## src/rtl/tes_pkg.sv

```systemverilog
// ----------------------------------------------------------------------------
// tes_pkg: shared definitions of the Taylor exponential series block
// Field widths, fixed-point constants, microcode formats and the control
// program of the sequencer.
// ----------------------------------------------------------------------------
package tes_pkg;

    localparam int X_W             = 21;
    localparam int SUM_W           = 64;
    localparam int NT_W            = 7;
    localparam int X_FRAC          = 16;
    localparam int NUM_TERMS_RESET = 10;

    localparam logic [SUM_W-1:0] MAG_LIMIT = {1'b0, {(SUM_W-1){1'b1}}};
    localparam logic [SUM_W-1:0] SUM_MAX   = {1'b0, {(SUM_W-1){1'b1}}};
    localparam logic [SUM_W-1:0] SUM_MIN   = {1'b1, {(SUM_W-1){1'b0}}};

    localparam int HALF_W   = SUM_W / 2;
    localparam int PART_W   = HALF_W + X_W;
    localparam int PROD_W   = SUM_W + X_W;
    localparam int RADIX_W  = 4;
    localparam int DIVD_W   = 72;
    localparam int DIV_STEPS = DIVD_W / RADIX_W;
    localparam int DCNT_W   = $clog2(DIV_STEPS);

    localparam int PC_W = 4;

    typedef logic [PC_W-1:0] pc_t;

    localparam pc_t A_IDLE     = 4'd0;
    localparam pc_t A_FIRST    = 4'd1;
    localparam pc_t A_ACC      = 4'd2;
    localparam pc_t A_TEST     = 4'd3;
    localparam pc_t A_MUL_LO   = 4'd4;
    localparam pc_t A_MUL_HI   = 4'd5;
    localparam pc_t A_DIV_INIT = 4'd6;
    localparam pc_t A_DIV      = 4'd7;
    localparam pc_t A_CLIP     = 4'd8;
    localparam pc_t A_OUT      = 4'd9;
    localparam pc_t A_RETURN   = 4'd10;

    typedef enum logic [3:0] {
        OP_NOP,
        OP_LOAD,
        OP_ACC,
        OP_MUL_LO,
        OP_MUL_HI,
        OP_DIV_INIT,
        OP_DIV_STEP,
        OP_CLIP,
        OP_EMIT
    } op_t;

    typedef enum logic [2:0] {
        C_NEXT,
        C_ALWAYS,
        C_NO_INPUT,
        C_LAST_TERM,
        C_DIV_BUSY,
        C_OUT_BUSY
    } cond_t;

    typedef struct packed {
        op_t   op;
        cond_t cond;
        pc_t   target;
    } ctrl_t;

    typedef struct packed {
        logic in_valid;
        logic last_term;
        logic div_busy;
        logic out_busy;
    } stat_t;

    function automatic ctrl_t ucode_word(input pc_t addr);
        ctrl_t w;
        unique case (addr)
            A_IDLE:     w = '{op: OP_LOAD,     cond: C_NO_INPUT,  target: A_IDLE};
            A_FIRST:    w = '{op: OP_NOP,      cond: C_LAST_TERM, target: A_OUT};
            A_ACC:      w = '{op: OP_ACC,      cond: C_NEXT,      target: A_IDLE};
            A_TEST:     w = '{op: OP_NOP,      cond: C_LAST_TERM, target: A_OUT};
            A_MUL_LO:   w = '{op: OP_MUL_LO,   cond: C_NEXT,      target: A_IDLE};
            A_MUL_HI:   w = '{op: OP_MUL_HI,   cond: C_NEXT,      target: A_IDLE};
            A_DIV_INIT: w = '{op: OP_DIV_INIT, cond: C_NEXT,      target: A_IDLE};
            A_DIV:      w = '{op: OP_DIV_STEP, cond: C_DIV_BUSY,  target: A_DIV};
            A_CLIP:     w = '{op: OP_CLIP,     cond: C_ALWAYS,    target: A_ACC};
            A_OUT:      w = '{op: OP_EMIT,     cond: C_OUT_BUSY,  target: A_OUT};
            A_RETURN:   w = '{op: OP_NOP,      cond: C_ALWAYS,    target: A_IDLE};
            default:    w = '{op: OP_NOP,      cond: C_ALWAYS,    target: A_IDLE};
        endcase
        return w;
    endfunction

endpackage

```

## src/rtl/taylor_exp_series_top.sv

```systemverilog
// ----------------------------------------------------------------------------
// taylor_exp_series_top: truncated Maclaurin series of exp(x)
// Sums num_terms terms of x^i/i! for a Q5.16 argument into a saturating
// signed sum with FRAC_BITS fraction bits, under microcode control.
// ----------------------------------------------------------------------------
// One request is worked on at a time. After it is accepted, a check step
// tests whether any term is wanted. The first term then passes through the
// accumulate and test steps, and each later term through those two steps,
// two passes of the shared 32 by 21 bit multiplier, a divider set-up step,
// 18 radix-16 steps of the divider by the term index and a clipping step
// (num_terms limited to MAX_TERMS). The next request is taken by way of the
// return step once the result has been placed in the output register, which
// is loaded only when it is free and holds the result until it is taken.
module taylor_exp_series_top
    import tes_pkg::*;
#(
    parameter int MAX_TERMS = 64,
    parameter int FRAC_BITS = 32
) (
    input  logic                    aclk,
    input  logic                    aresetn,
    input  logic                    s_valid,
    output logic                    s_ready,
    input  logic signed [X_W-1:0]   s_x_value,
    output logic                    m_valid,
    input  logic                    m_ready,
    output logic signed [SUM_W-1:0] m_exp_sum,
    output logic                    m_saturated,
    input  logic                    cfg_valid,
    output logic                    cfg_ready,
    input  logic [NT_W-1:0]         cfg_num_terms
);

    ctrl_t ctrl;
    stat_t stat;

    tes_sequencer u_seq (
        .aclk    (aclk),
        .aresetn (aresetn),
        .stat_i  (stat),
        .ctrl_o  (ctrl)
    );

    tes_datapath #(
        .MAX_TERMS (MAX_TERMS),
        .FRAC_BITS (FRAC_BITS)
    ) u_dp (
        .aclk          (aclk),
        .aresetn       (aresetn),
        .ctrl_i        (ctrl),
        .stat_o        (stat),
        .s_valid       (s_valid),
        .s_ready       (s_ready),
        .s_x_value     (s_x_value),
        .m_valid       (m_valid),
        .m_ready       (m_ready),
        .m_exp_sum     (m_exp_sum),
        .m_saturated   (m_saturated),
        .cfg_valid     (cfg_valid),
        .cfg_ready     (cfg_ready),
        .cfg_num_terms (cfg_num_terms)
    );

endmodule

```

## src/rtl/tes_sequencer.sv

```systemverilog
// ----------------------------------------------------------------------------
// tes_sequencer: microcode step counter
// Holds the program counter, fetches the control word from the program
// table and resolves conditional jumps from the datapath status.
// ----------------------------------------------------------------------------
module tes_sequencer
    import tes_pkg::*;
(
    input  logic  aclk,
    input  logic  aresetn,
    input  stat_t stat_i,
    output ctrl_t ctrl_o
);

    pc_t  pc_reg;
    pc_t  pc_next;
    logic take;

    assign ctrl_o = ucode_word(pc_reg);

    always_comb begin
        unique case (ctrl_o.cond)
            C_NEXT:      take = 1'b0;
            C_ALWAYS:    take = 1'b1;
            C_NO_INPUT:  take = !stat_i.in_valid;
            C_LAST_TERM: take = stat_i.last_term;
            C_DIV_BUSY:  take = stat_i.div_busy;
            C_OUT_BUSY:  take = stat_i.out_busy;
            default:     take = 1'b1;
        endcase
        pc_next = take ? ctrl_o.target : pc_reg + pc_t'(1);
    end

    always_ff @(posedge aclk) begin
        if (!aresetn) begin
            pc_reg <= A_IDLE;
        end else begin
            pc_reg <= pc_next;
        end
    end

endmodule

```

## src/rtl/tes_datapath.sv

```systemverilog
// ----------------------------------------------------------------------------
// tes_datapath: term and sum datapath
// Shared 32 by 21 bit multiplier, radix-16 divider by the term index,
// saturating accumulator, configuration register and output register.
// ----------------------------------------------------------------------------
module tes_datapath
    import tes_pkg::*;
#(
    parameter int MAX_TERMS = 64,
    parameter int FRAC_BITS = 32
) (
    input  logic                    aclk,
    input  logic                    aresetn,
    input  ctrl_t                   ctrl_i,
    output stat_t                   stat_o,
    input  logic                    s_valid,
    output logic                    s_ready,
    input  logic signed [X_W-1:0]   s_x_value,
    output logic                    m_valid,
    input  logic                    m_ready,
    output logic signed [SUM_W-1:0] m_exp_sum,
    output logic                    m_saturated,
    input  logic                    cfg_valid,
    output logic                    cfg_ready,
    input  logic [NT_W-1:0]         cfg_num_terms
);

    localparam int CNT_W = $clog2(MAX_TERMS + 1);

    logic [NT_W-1:0]   num_terms_reg;
    logic [X_W-1:0]    ax_reg;
    logic              xneg_reg;
    logic [CNT_W-1:0]  n_reg;
    logic [CNT_W-1:0]  cnt_reg;
    logic [SUM_W-1:0]  mag_reg;
    logic              tneg_reg;
    logic              sat_reg;
    logic [SUM_W-1:0]  sum_reg;
    logic [PART_W-1:0] lo_reg;
    logic [PART_W-1:0] hi_reg;
    logic [DIVD_W-1:0] dvd_reg;
    logic [CNT_W-1:0]  rem_reg;
    logic [DCNT_W-1:0] dcnt_reg;
    logic              out_valid_reg;
    logic [SUM_W-1:0]  out_sum_reg;
    logic              out_sat_reg;

    logic [CNT_W-1:0]  n_next;
    logic [X_W-1:0]    ax_next;
    logic [HALF_W-1:0] mul_a;
    logic [PART_W-1:0] mul_p;
    logic [PROD_W-1:0] prod_full;
    logic [SUM_W-1:0]  term_val;
    logic [SUM_W:0]    sum_wide;
    logic              sum_ovf;
    logic [SUM_W-1:0]  sum_next;
    logic [CNT_W:0]    trial;
    logic [CNT_W-1:0]  rem_next;
    logic [RADIX_W-1:0] qdig;
    logic [DIVD_W-1:0] dvd_next;
    logic              out_free;

    assign out_free  = !out_valid_reg || m_ready;
    assign s_ready   = (ctrl_i.op == OP_LOAD);
    assign cfg_ready = 1'b1;

    assign stat_o.in_valid  = s_valid;
    assign stat_o.last_term = (cnt_reg == n_reg);
    assign stat_o.div_busy  = (dcnt_reg != DCNT_W'(DIV_STEPS - 1));
    assign stat_o.out_busy  = !out_free;

    assign m_valid     = out_valid_reg;
    assign m_exp_sum   = out_sum_reg;
    assign m_saturated = out_sat_reg;

    always_comb begin
        n_next = (num_terms_reg > NT_W'(MAX_TERMS)) ? CNT_W'(MAX_TERMS)
                                                    : CNT_W'(num_terms_reg);
        ax_next = s_x_value[X_W-1] ? X_W'(-s_x_value) : X_W'(s_x_value);
    end

    // The one multiplier takes the low half of the term first, then the high half.
    assign mul_a     = (ctrl_i.op == OP_MUL_HI) ? mag_reg[SUM_W-1:HALF_W] : mag_reg[HALF_W-1:0];
    assign mul_p     = PART_W'(mul_a * ax_reg);
    assign prod_full = {hi_reg, {HALF_W{1'b0}}} + PROD_W'(lo_reg);

    always_comb begin
        term_val = tneg_reg ? -mag_reg : mag_reg;
        sum_wide = {sum_reg[SUM_W-1], sum_reg} + {term_val[SUM_W-1], term_val};
        sum_ovf  = (sum_wide[SUM_W] != sum_wide[SUM_W-1]);
        if (sum_ovf) begin
            sum_next = sum_wide[SUM_W] ? SUM_MIN : SUM_MAX;
        end else begin
            sum_next = sum_wide[SUM_W-1:0];
        end
    end

    // Four restoring division steps per cycle; the quotient shifts in at the bottom.
    always_comb begin
        rem_next = rem_reg;
        trial    = '0;
        qdig     = '0;
        for (int k = 0; k < RADIX_W; k++) begin
            trial = {rem_next, dvd_reg[DIVD_W-1-k]};
            if (trial >= {1'b0, cnt_reg}) begin
                trial = trial - {1'b0, cnt_reg};
                qdig[RADIX_W-1-k] = 1'b1;
            end
            rem_next = trial[CNT_W-1:0];
        end
        dvd_next = {dvd_reg[DIVD_W-RADIX_W-1:0], qdig};
    end

    always_ff @(posedge aclk) begin
        if (!aresetn) begin
            num_terms_reg <= NT_W'(NUM_TERMS_RESET);
            out_valid_reg <= 1'b0;
        end else begin
            if (cfg_valid) begin
                num_terms_reg <= cfg_num_terms;
            end
            if (ctrl_i.op == OP_EMIT && out_free) begin
                out_valid_reg <= 1'b1;
            end else if (m_ready) begin
                out_valid_reg <= 1'b0;
            end
        end
    end

    always_ff @(posedge aclk) begin
        unique case (ctrl_i.op)
            OP_LOAD: begin
                if (s_valid) begin
                    ax_reg   <= ax_next;
                    xneg_reg <= s_x_value[X_W-1];
                    n_reg    <= n_next;
                    cnt_reg  <= '0;
                    mag_reg  <= SUM_W'(1) << FRAC_BITS;
                    tneg_reg <= 1'b0;
                    sat_reg  <= 1'b0;
                    sum_reg  <= '0;
                end
            end
            OP_ACC: begin
                sum_reg <= sum_next;
                sat_reg <= sat_reg | sum_ovf;
                cnt_reg <= cnt_reg + CNT_W'(1);
            end
            OP_MUL_LO: begin
                lo_reg <= mul_p;
            end
            OP_MUL_HI: begin
                hi_reg <= mul_p;
            end
            OP_DIV_INIT: begin
                dvd_reg  <= DIVD_W'(prod_full >> X_FRAC);
                rem_reg  <= '0;
                dcnt_reg <= '0;
            end
            OP_DIV_STEP: begin
                dvd_reg  <= dvd_next;
                rem_reg  <= rem_next;
                dcnt_reg <= dcnt_reg + DCNT_W'(1);
            end
            OP_CLIP: begin
                if (dvd_reg[DIVD_W-1:SUM_W-1] != '0) begin
                    mag_reg <= MAG_LIMIT;
                    sat_reg <= 1'b1;
                end else begin
                    mag_reg <= dvd_reg[SUM_W-1:0];
                end
                tneg_reg <= tneg_reg ^ xneg_reg;
            end
            OP_EMIT: begin
                if (out_free) begin
                    out_sum_reg <= sum_reg;
                    out_sat_reg <= sat_reg;
                end
            end
            default: begin
            end
        endcase
    end

endmodule
```

## config.mk

```make
export PLATFORM = sky130hd
export DESIGN_NAME = taylor_exp_series_top
export DESIGN_NICKNAME = d
export VERILOG_FILES = /design/src/rtl/tes_pkg.sv /design/src/rtl/taylor_exp_series_top.sv /design/src/rtl/tes_sequencer.sv /design/src/rtl/tes_datapath.sv
export SDC_FILE = /design/constraint.sdc
export NUM_CORES = 2
export LEC_CHECK = 0
export BUFFER_PORTS_ARGS = -buffer_cell sky130_fd_sc_hd__buf_2
export CAP_MARGIN = 0
export CORE_ASPECT_RATIO = 2
export CORE_UTILIZATION = 40
export CTS_BUF_LIST = sky130_fd_sc_hd__clkbuf_4
export CTS_CLUSTER_SIZE = 14
export DETAILED_ROUTE_END_ITERATION = 12
export PLACE_DENSITY = 0.57
export SYNTH_ARGS = -nofsm -noshare
export SYNTH_HDL_FRONTEND = slang
export SYNTH_SLANG_ARGS = --single-unit
```

## constraint.sdc

```tcl
create_clock -name aclk -period 25 [get_ports aclk]
set_input_delay 1.25 -clock aclk [delete_from_list [all_inputs] [get_ports aclk]]
set_output_delay 1.25 -clock aclk [all_outputs]
set_load 0.05 [all_outputs]
```

# Word-level counts from Yosys, hierarchy flattened
# Memory sizes are Yosys's and may differ from the RTL's. A register that Yosys moved wholly into a read port is not among the register bits.
# Index checks and enable logic that the tools add are counted.
[word_totals] register_bits=433 mem_bits_ro=176 in_bits=33 output_inout_bits=68 word_cells=105 memories=1
[op_classes] add_sub_neg=11 n_mul=1 magnitude_cmp=5 n_eq_ne=17 muxes=32 bitwise_logic=2 reduce_logical=17
[mem_list] name="(no name shown)" depth=16 width=11 read_ports=1 rd_clocked_by_memory_dff=1 wr=0 line_no="tes_pkg.sv:78" source="unique case (addr)"
[op_table] op="$mux 64" count=6
[op_table] op="$pmux 64 s2" count=2
[op_table] op="$pmux 72 s2" count=1
[op_table] op="$add 85x53->85" count=1
[op_table] op="$add 64x64->65" count=1
[op_table] op="$neg 64->64" count=1
[op_table] op="$mul 32x21->53" count=1
[op_table] op="$mux 7" count=5
[op_table] op="$ge 8x7->1" count=4
[op_table] op="$mux 32" count=1
[op_table] op="$pmux 7 s2" count=2
[op_table] op="$sub 7x7->7" count=4
[op_table] op="$neg 21->21" count=1
[op_table] op="$mux 20" count=1
[op_table] op="$eq 4x3->1 const B" count=4
[op_table] op="$pmux 5 s2" count=1
[op_table] op="$reduce_bool 9->1" count=1
[op_table] op="$eq 4x2->1 const B" count=2
[op_table] op="$mux 1" count=8
[op_table] op="$mux 4" count=2
[op_table] op="$reduce_and 2->1" count=4
[op_table] op="$reduce_bool 2->1" count=4
[op_table] op="$add 7x1->7 const B" count=1
[op_table] op="$eq 7x7->1" count=1
[op_table] op="other kinds (22)" count=26

# Longest topological paths before layout
[logic_depth] word_depth=9 depth_mapped=41 ltp_nobuf=39

# Modules after synthesis
# Synthesis repeated with hierarchy kept, for this count alone.
[hier_totals] hier_cells=4725 hier_area_um2=46134.2
[by_module_without_submodules] module="tes_datapath" n_inst=1 cells_each=4649 area_each_um2=45416.1 seq_area_each_um2=12321.8
[by_module_without_submodules] module="tes_sequencer" n_inst=1 cells_each=76 area_each_um2=718.2 seq_area_each_um2=300.3

# Worst setup path after synthesis
# Ideal clock, no wire load.
[synth_path] path_type="reg2reg" from="register u_seq.ctrl_o[10] (netlist name)" to="register u_dp.hi_reg[51], data pin" setup_ps=262 t_arrival_ps=9880 required_ps=24738 path_slack_ps=14857 path_stages_with_launch=27 path_buffers=2 period_less_slack_ps=10143 path_cell_list="dfxtp_1 nand2b_1 nor3_1 clkbuf_1 mux2_2 clkbuf_1 nand2_1 fa_1 fa_1 fa_1 inv_1 fa_1 fa_1 fa_1 fa_1 ha_1 a21o_1 a21o_1 a2111oi_0 o31ai_1 o311ai_0 a21o_1 o21ai_0 a21o_1 a221o_1 a31oi_1 xnor2_1"
[synth_via] elab_chain_cells=3
[synth_rtl] element="$eq 4x3->1" line_no="tes_datapath.sv:83" source="assign mul_a = (ctrl_i.op == OP_MUL_HI) ? mag_reg[SUM_W-1:HALF_W] : mag_reg[HALF_W-1:0];"
[synth_rtl] element="$mux 32" line_no="tes_datapath.sv:83"
[synth_rtl] element="$mul 32x21->53" line_no="tes_datapath.sv:84" source="assign mul_p = PART_W'(mul_a * ax_reg);"
[synth_rtl] element="via u_dp.mul_p[51]" line_no="tes_datapath.sv:51" source="logic [PART_W-1:0] mul_p;"
[synth_rtl] element="to (signal assigned)" line_no="tes_datapath.sv:153" source="hi_reg <= mul_p;"
[synth_rtl] element="to (decl)" line_no="tes_datapath.sv:40" source="logic [PART_W-1:0] hi_reg;"
# The timed path passes the listed nets, and every way through them passes these cells.
# A chain may end at the register's enable or synchronous reset.

# Worst setup path in the final report
[layout_path] from="register u_seq.ctrl_o[9] (netlist name)" to="register u_dp.hi_reg[51], data pin"
[layout_via] elab_chain_cells=3
[layout_rtl] element="$eq 4x3->1" line_no="tes_datapath.sv:83"
[layout_rtl] element="$mux 32" line_no="tes_datapath.sv:83"
[layout_rtl] element="$mul 32x21->53" line_no="tes_datapath.sv:84"
[layout_rtl] element="via u_dp.mul_p[51]" line_no="tes_datapath.sv:51"
# The timed path passes the listed nets, and every way through them passes these cells.

==> summary.md <==
| Metric | Value |
|---|---|
| Period utilization | 41.6% |
| CTS clk-pin slew, worst paths | 0.07 ns |
| Clock Skews | 0.116 ns |
| Total grt overflow | 0 |
| Post-synth ARST share | 0% |
| Max clock buf depth | 3 |
| Total number of vias | 33300 |
| Post-synth EDFFs | 405 |
| Fin Hold WS | 0.460 ns |
| Die W | 240 um |
| Sink Count | 428 |
| Core footprint | 112000 um2 |
| Sum Neg Setup Slack | 0 ns |
| Commonest cells post-synth | 672 x inv_1, 573 x fa_1, 552 x nand2_1 |
| Max_slew headroom | 26.1% |
| Vias in the first global route | 36400 |
| Area Overhead vs Synth | 7.09% |
| Critical Path AT | 11.11 ns |
| Type of the worst setup path | reg -> reg |
| Final estimated routing congestion in global placement | 0.944 |
| Nets@finish | 5552 |
| Slew Limit Fails | 0 |
| Post-DP HPWL | 111000 um |
| Worst hold stages | 2 |
| Post-CTS Hold Buffers | 0 |
| IO Count | 101 |
| H-Tree Depth | 3 |
| Startpoint types | flip-flop |
| Die area | 115000 um2 |
| Pin count of the biggest net entering global routing | 76 |
| Most common flop cell mapped by yosys | edfxtp_1 |
| Synthesis Warnings | 0 |
| Hold WC Path Type | reg -> reg |
| Clk root buf | clkbuf_4 |
| # fillers | 11100 |
| Crit path time final | 10.40 ns |
| Flop-to-flop setup slack | 14.60 ns |
| # Post-CTS Setup Buffers | 0 |
| Syn Inst Count | 4638 |
| Critical-path top delay cell | buf_4 |
| Max_cap viols | 0 |
| Worst endpoint required time | 25.70 ns |
| Mapped Nets | 5532 |
| DR DRC count | 0 |
| Post-DR vias/cell | 5.34 |
| Routed wire length | 140000 um |
| Die H | 478 um |
| Largest cells by area after synthesis | edfxtp_1 27%, fa_1 25%, ha_1 8.0%, inv_1 5.6%, and2_1 5.1% |
| TritonCTS clock tree | done |
| All-layer global routing usage | 25.2% |
| Netlist cell types | 71 |
| Post-Syn Area per Cell | 9.77 um2 |
| Maximum clock frequency | 96.1 MHz |
| RSZ-0062 raised after global routing | no |
| Resized Gates After CTS | 0 |
| Max reg flops | 72 |
| Yosys top cell by area | edfxtp_1 |
| Crit end category | flip-flop |
| Final core utilization | 43.2% |
| Row cnt | 174 |
| I/O Buffers | 99 |
| Worst-Margin Slew | 1.11 ns |
| Status | complete, no violations |
| Starting density of the core | 40.3% |
| Most common cell in the netlist | inv_1 |
| Initial antenna violation count | 4 |
| Post-synthesis sequential area ratio | 27.9% |
| CP Max Fanout | 75 |
| Synthesized area | 45300 um2 |
| Final setup violation count | 0 |
| Layout cells sized above 1 | 7.85% |
| Worst skew pair latency | 1.01 ns |
| Total CTS buffers | 99 |
| Global-route wire length before repair | 213000 um |
| Initial DRC Count | 1478 |
| Worst path max stage delay | 0.77 ns |
| R2r worst-path depth | 29 |
| #FFs+latches synth | 428 |
| CP most frequent cell | fa_1 |
| Final ANT Viol Nets | 0 |
| Drt first pass iters | 5 |
| Share of the synthesized area in the top cell type | 26.8% |
| Routed len/inst | 22.5 um |
| Final Hold Vio Count | 0 |
==> placed cells by master, fill, tap and decap left out, types with 129 or more instances in the layout <==
cell type / count
ha_1: 288
nor2_1: 244
and2_1: 372
nand2_1: 549
o21ai_0: 217
edfxtp_1: 405
inv_1: 672
fa_1: 573
a21oi_1: 176
xnor2_1: 189
clkbuf_4: 129
==> through the flow <==
step | std cells | area, um2 | worst slack [ns]
detailed placement | 6053 | 47200 | 14.47
finish | 6237 | 48500 | 14.60
global route | 6236 | 48500 | 14.02
floorplan | 4638 | 45300 | 14.86
CTS | 6233 | 48500 | 14.49
global placement | 6053 | 47200 | 14.52
==> critical path, delay by kind of cell, from the launching register on <==
| family | cells | cell delay [ns] |
|---|---|---|
| compound gates | 10 | 2.82 |
| flops | 1 | 0.44 |
| mux | 1 | 0.65 |
| simple gates | 3 | 0.77 |
| fa+ha+maj | 8 | 4.07 |
| xor+xnor | 1 | 0.16 |
| buf+inv | 6 | 1.24 |
==> cell type report <==
type | count | area [um2] | area share (%)
diodes | 4 | 10.0 | 0.0206
clock buffers | 129 | 968 | 2.00
clock inverters | 51 | 342 | 0.704
inverters | 672 | 2520 | 5.20
multi-input cells | 3315 | 29400 | 60.5
flip-flops and latches | 428 | 12600 | 26.0
well taps | 1496 | 1870 | 3.86
repair buffers | 142 | 818 | 1.69
==> per-layer routing <==
| metal | track usage [%] | part of all wire, % | routed length, um | vias to the layer above |
|---|---|---|---|---|
| met4 | 20.6 | 9.2 | 12900 | 0 |
| met3 | 2.49 | 2.9 | 4110 | 457 |
| met5 | 0 | 0 | 0 | - |
| met1 | 22.4 | 31 | 43600 | 16800 |
| li1 | - | - | - | 15200 |
| met2 | 49.7 | 57 | 79400 | 938 |
==> cells by family (layout without fill, tap and decap cells) <==
kind of cell	after synthesis	in the layout	synth area share (%)
mux	60	60	1.46
fa+ha+maj	861	861	33.3
flops	428	428	27.9
other cells	2	6	0.0166
buf+inv	895	994	7.42
compound gates	683	683	9.28
xor+xnor	271	271	5.24
simple gates	1438	1438	15.5
==> final timing paths <==
path	start	endpoint
min reg2reg	u_dp.lo_reg[28]	u_dp.dvd_reg[12]
min	u_dp.lo_reg[28]	u_dp.dvd_reg[12]
max	u_seq.ctrl_o[9]	u_dp.hi_reg[51]
max reg2reg	u_seq.ctrl_o[9]	u_dp.hi_reg[51]
Power is left out: the tool's default activity adds up to more than one toggle a clock period on the data nets, which glitch-free logic cannot reach.
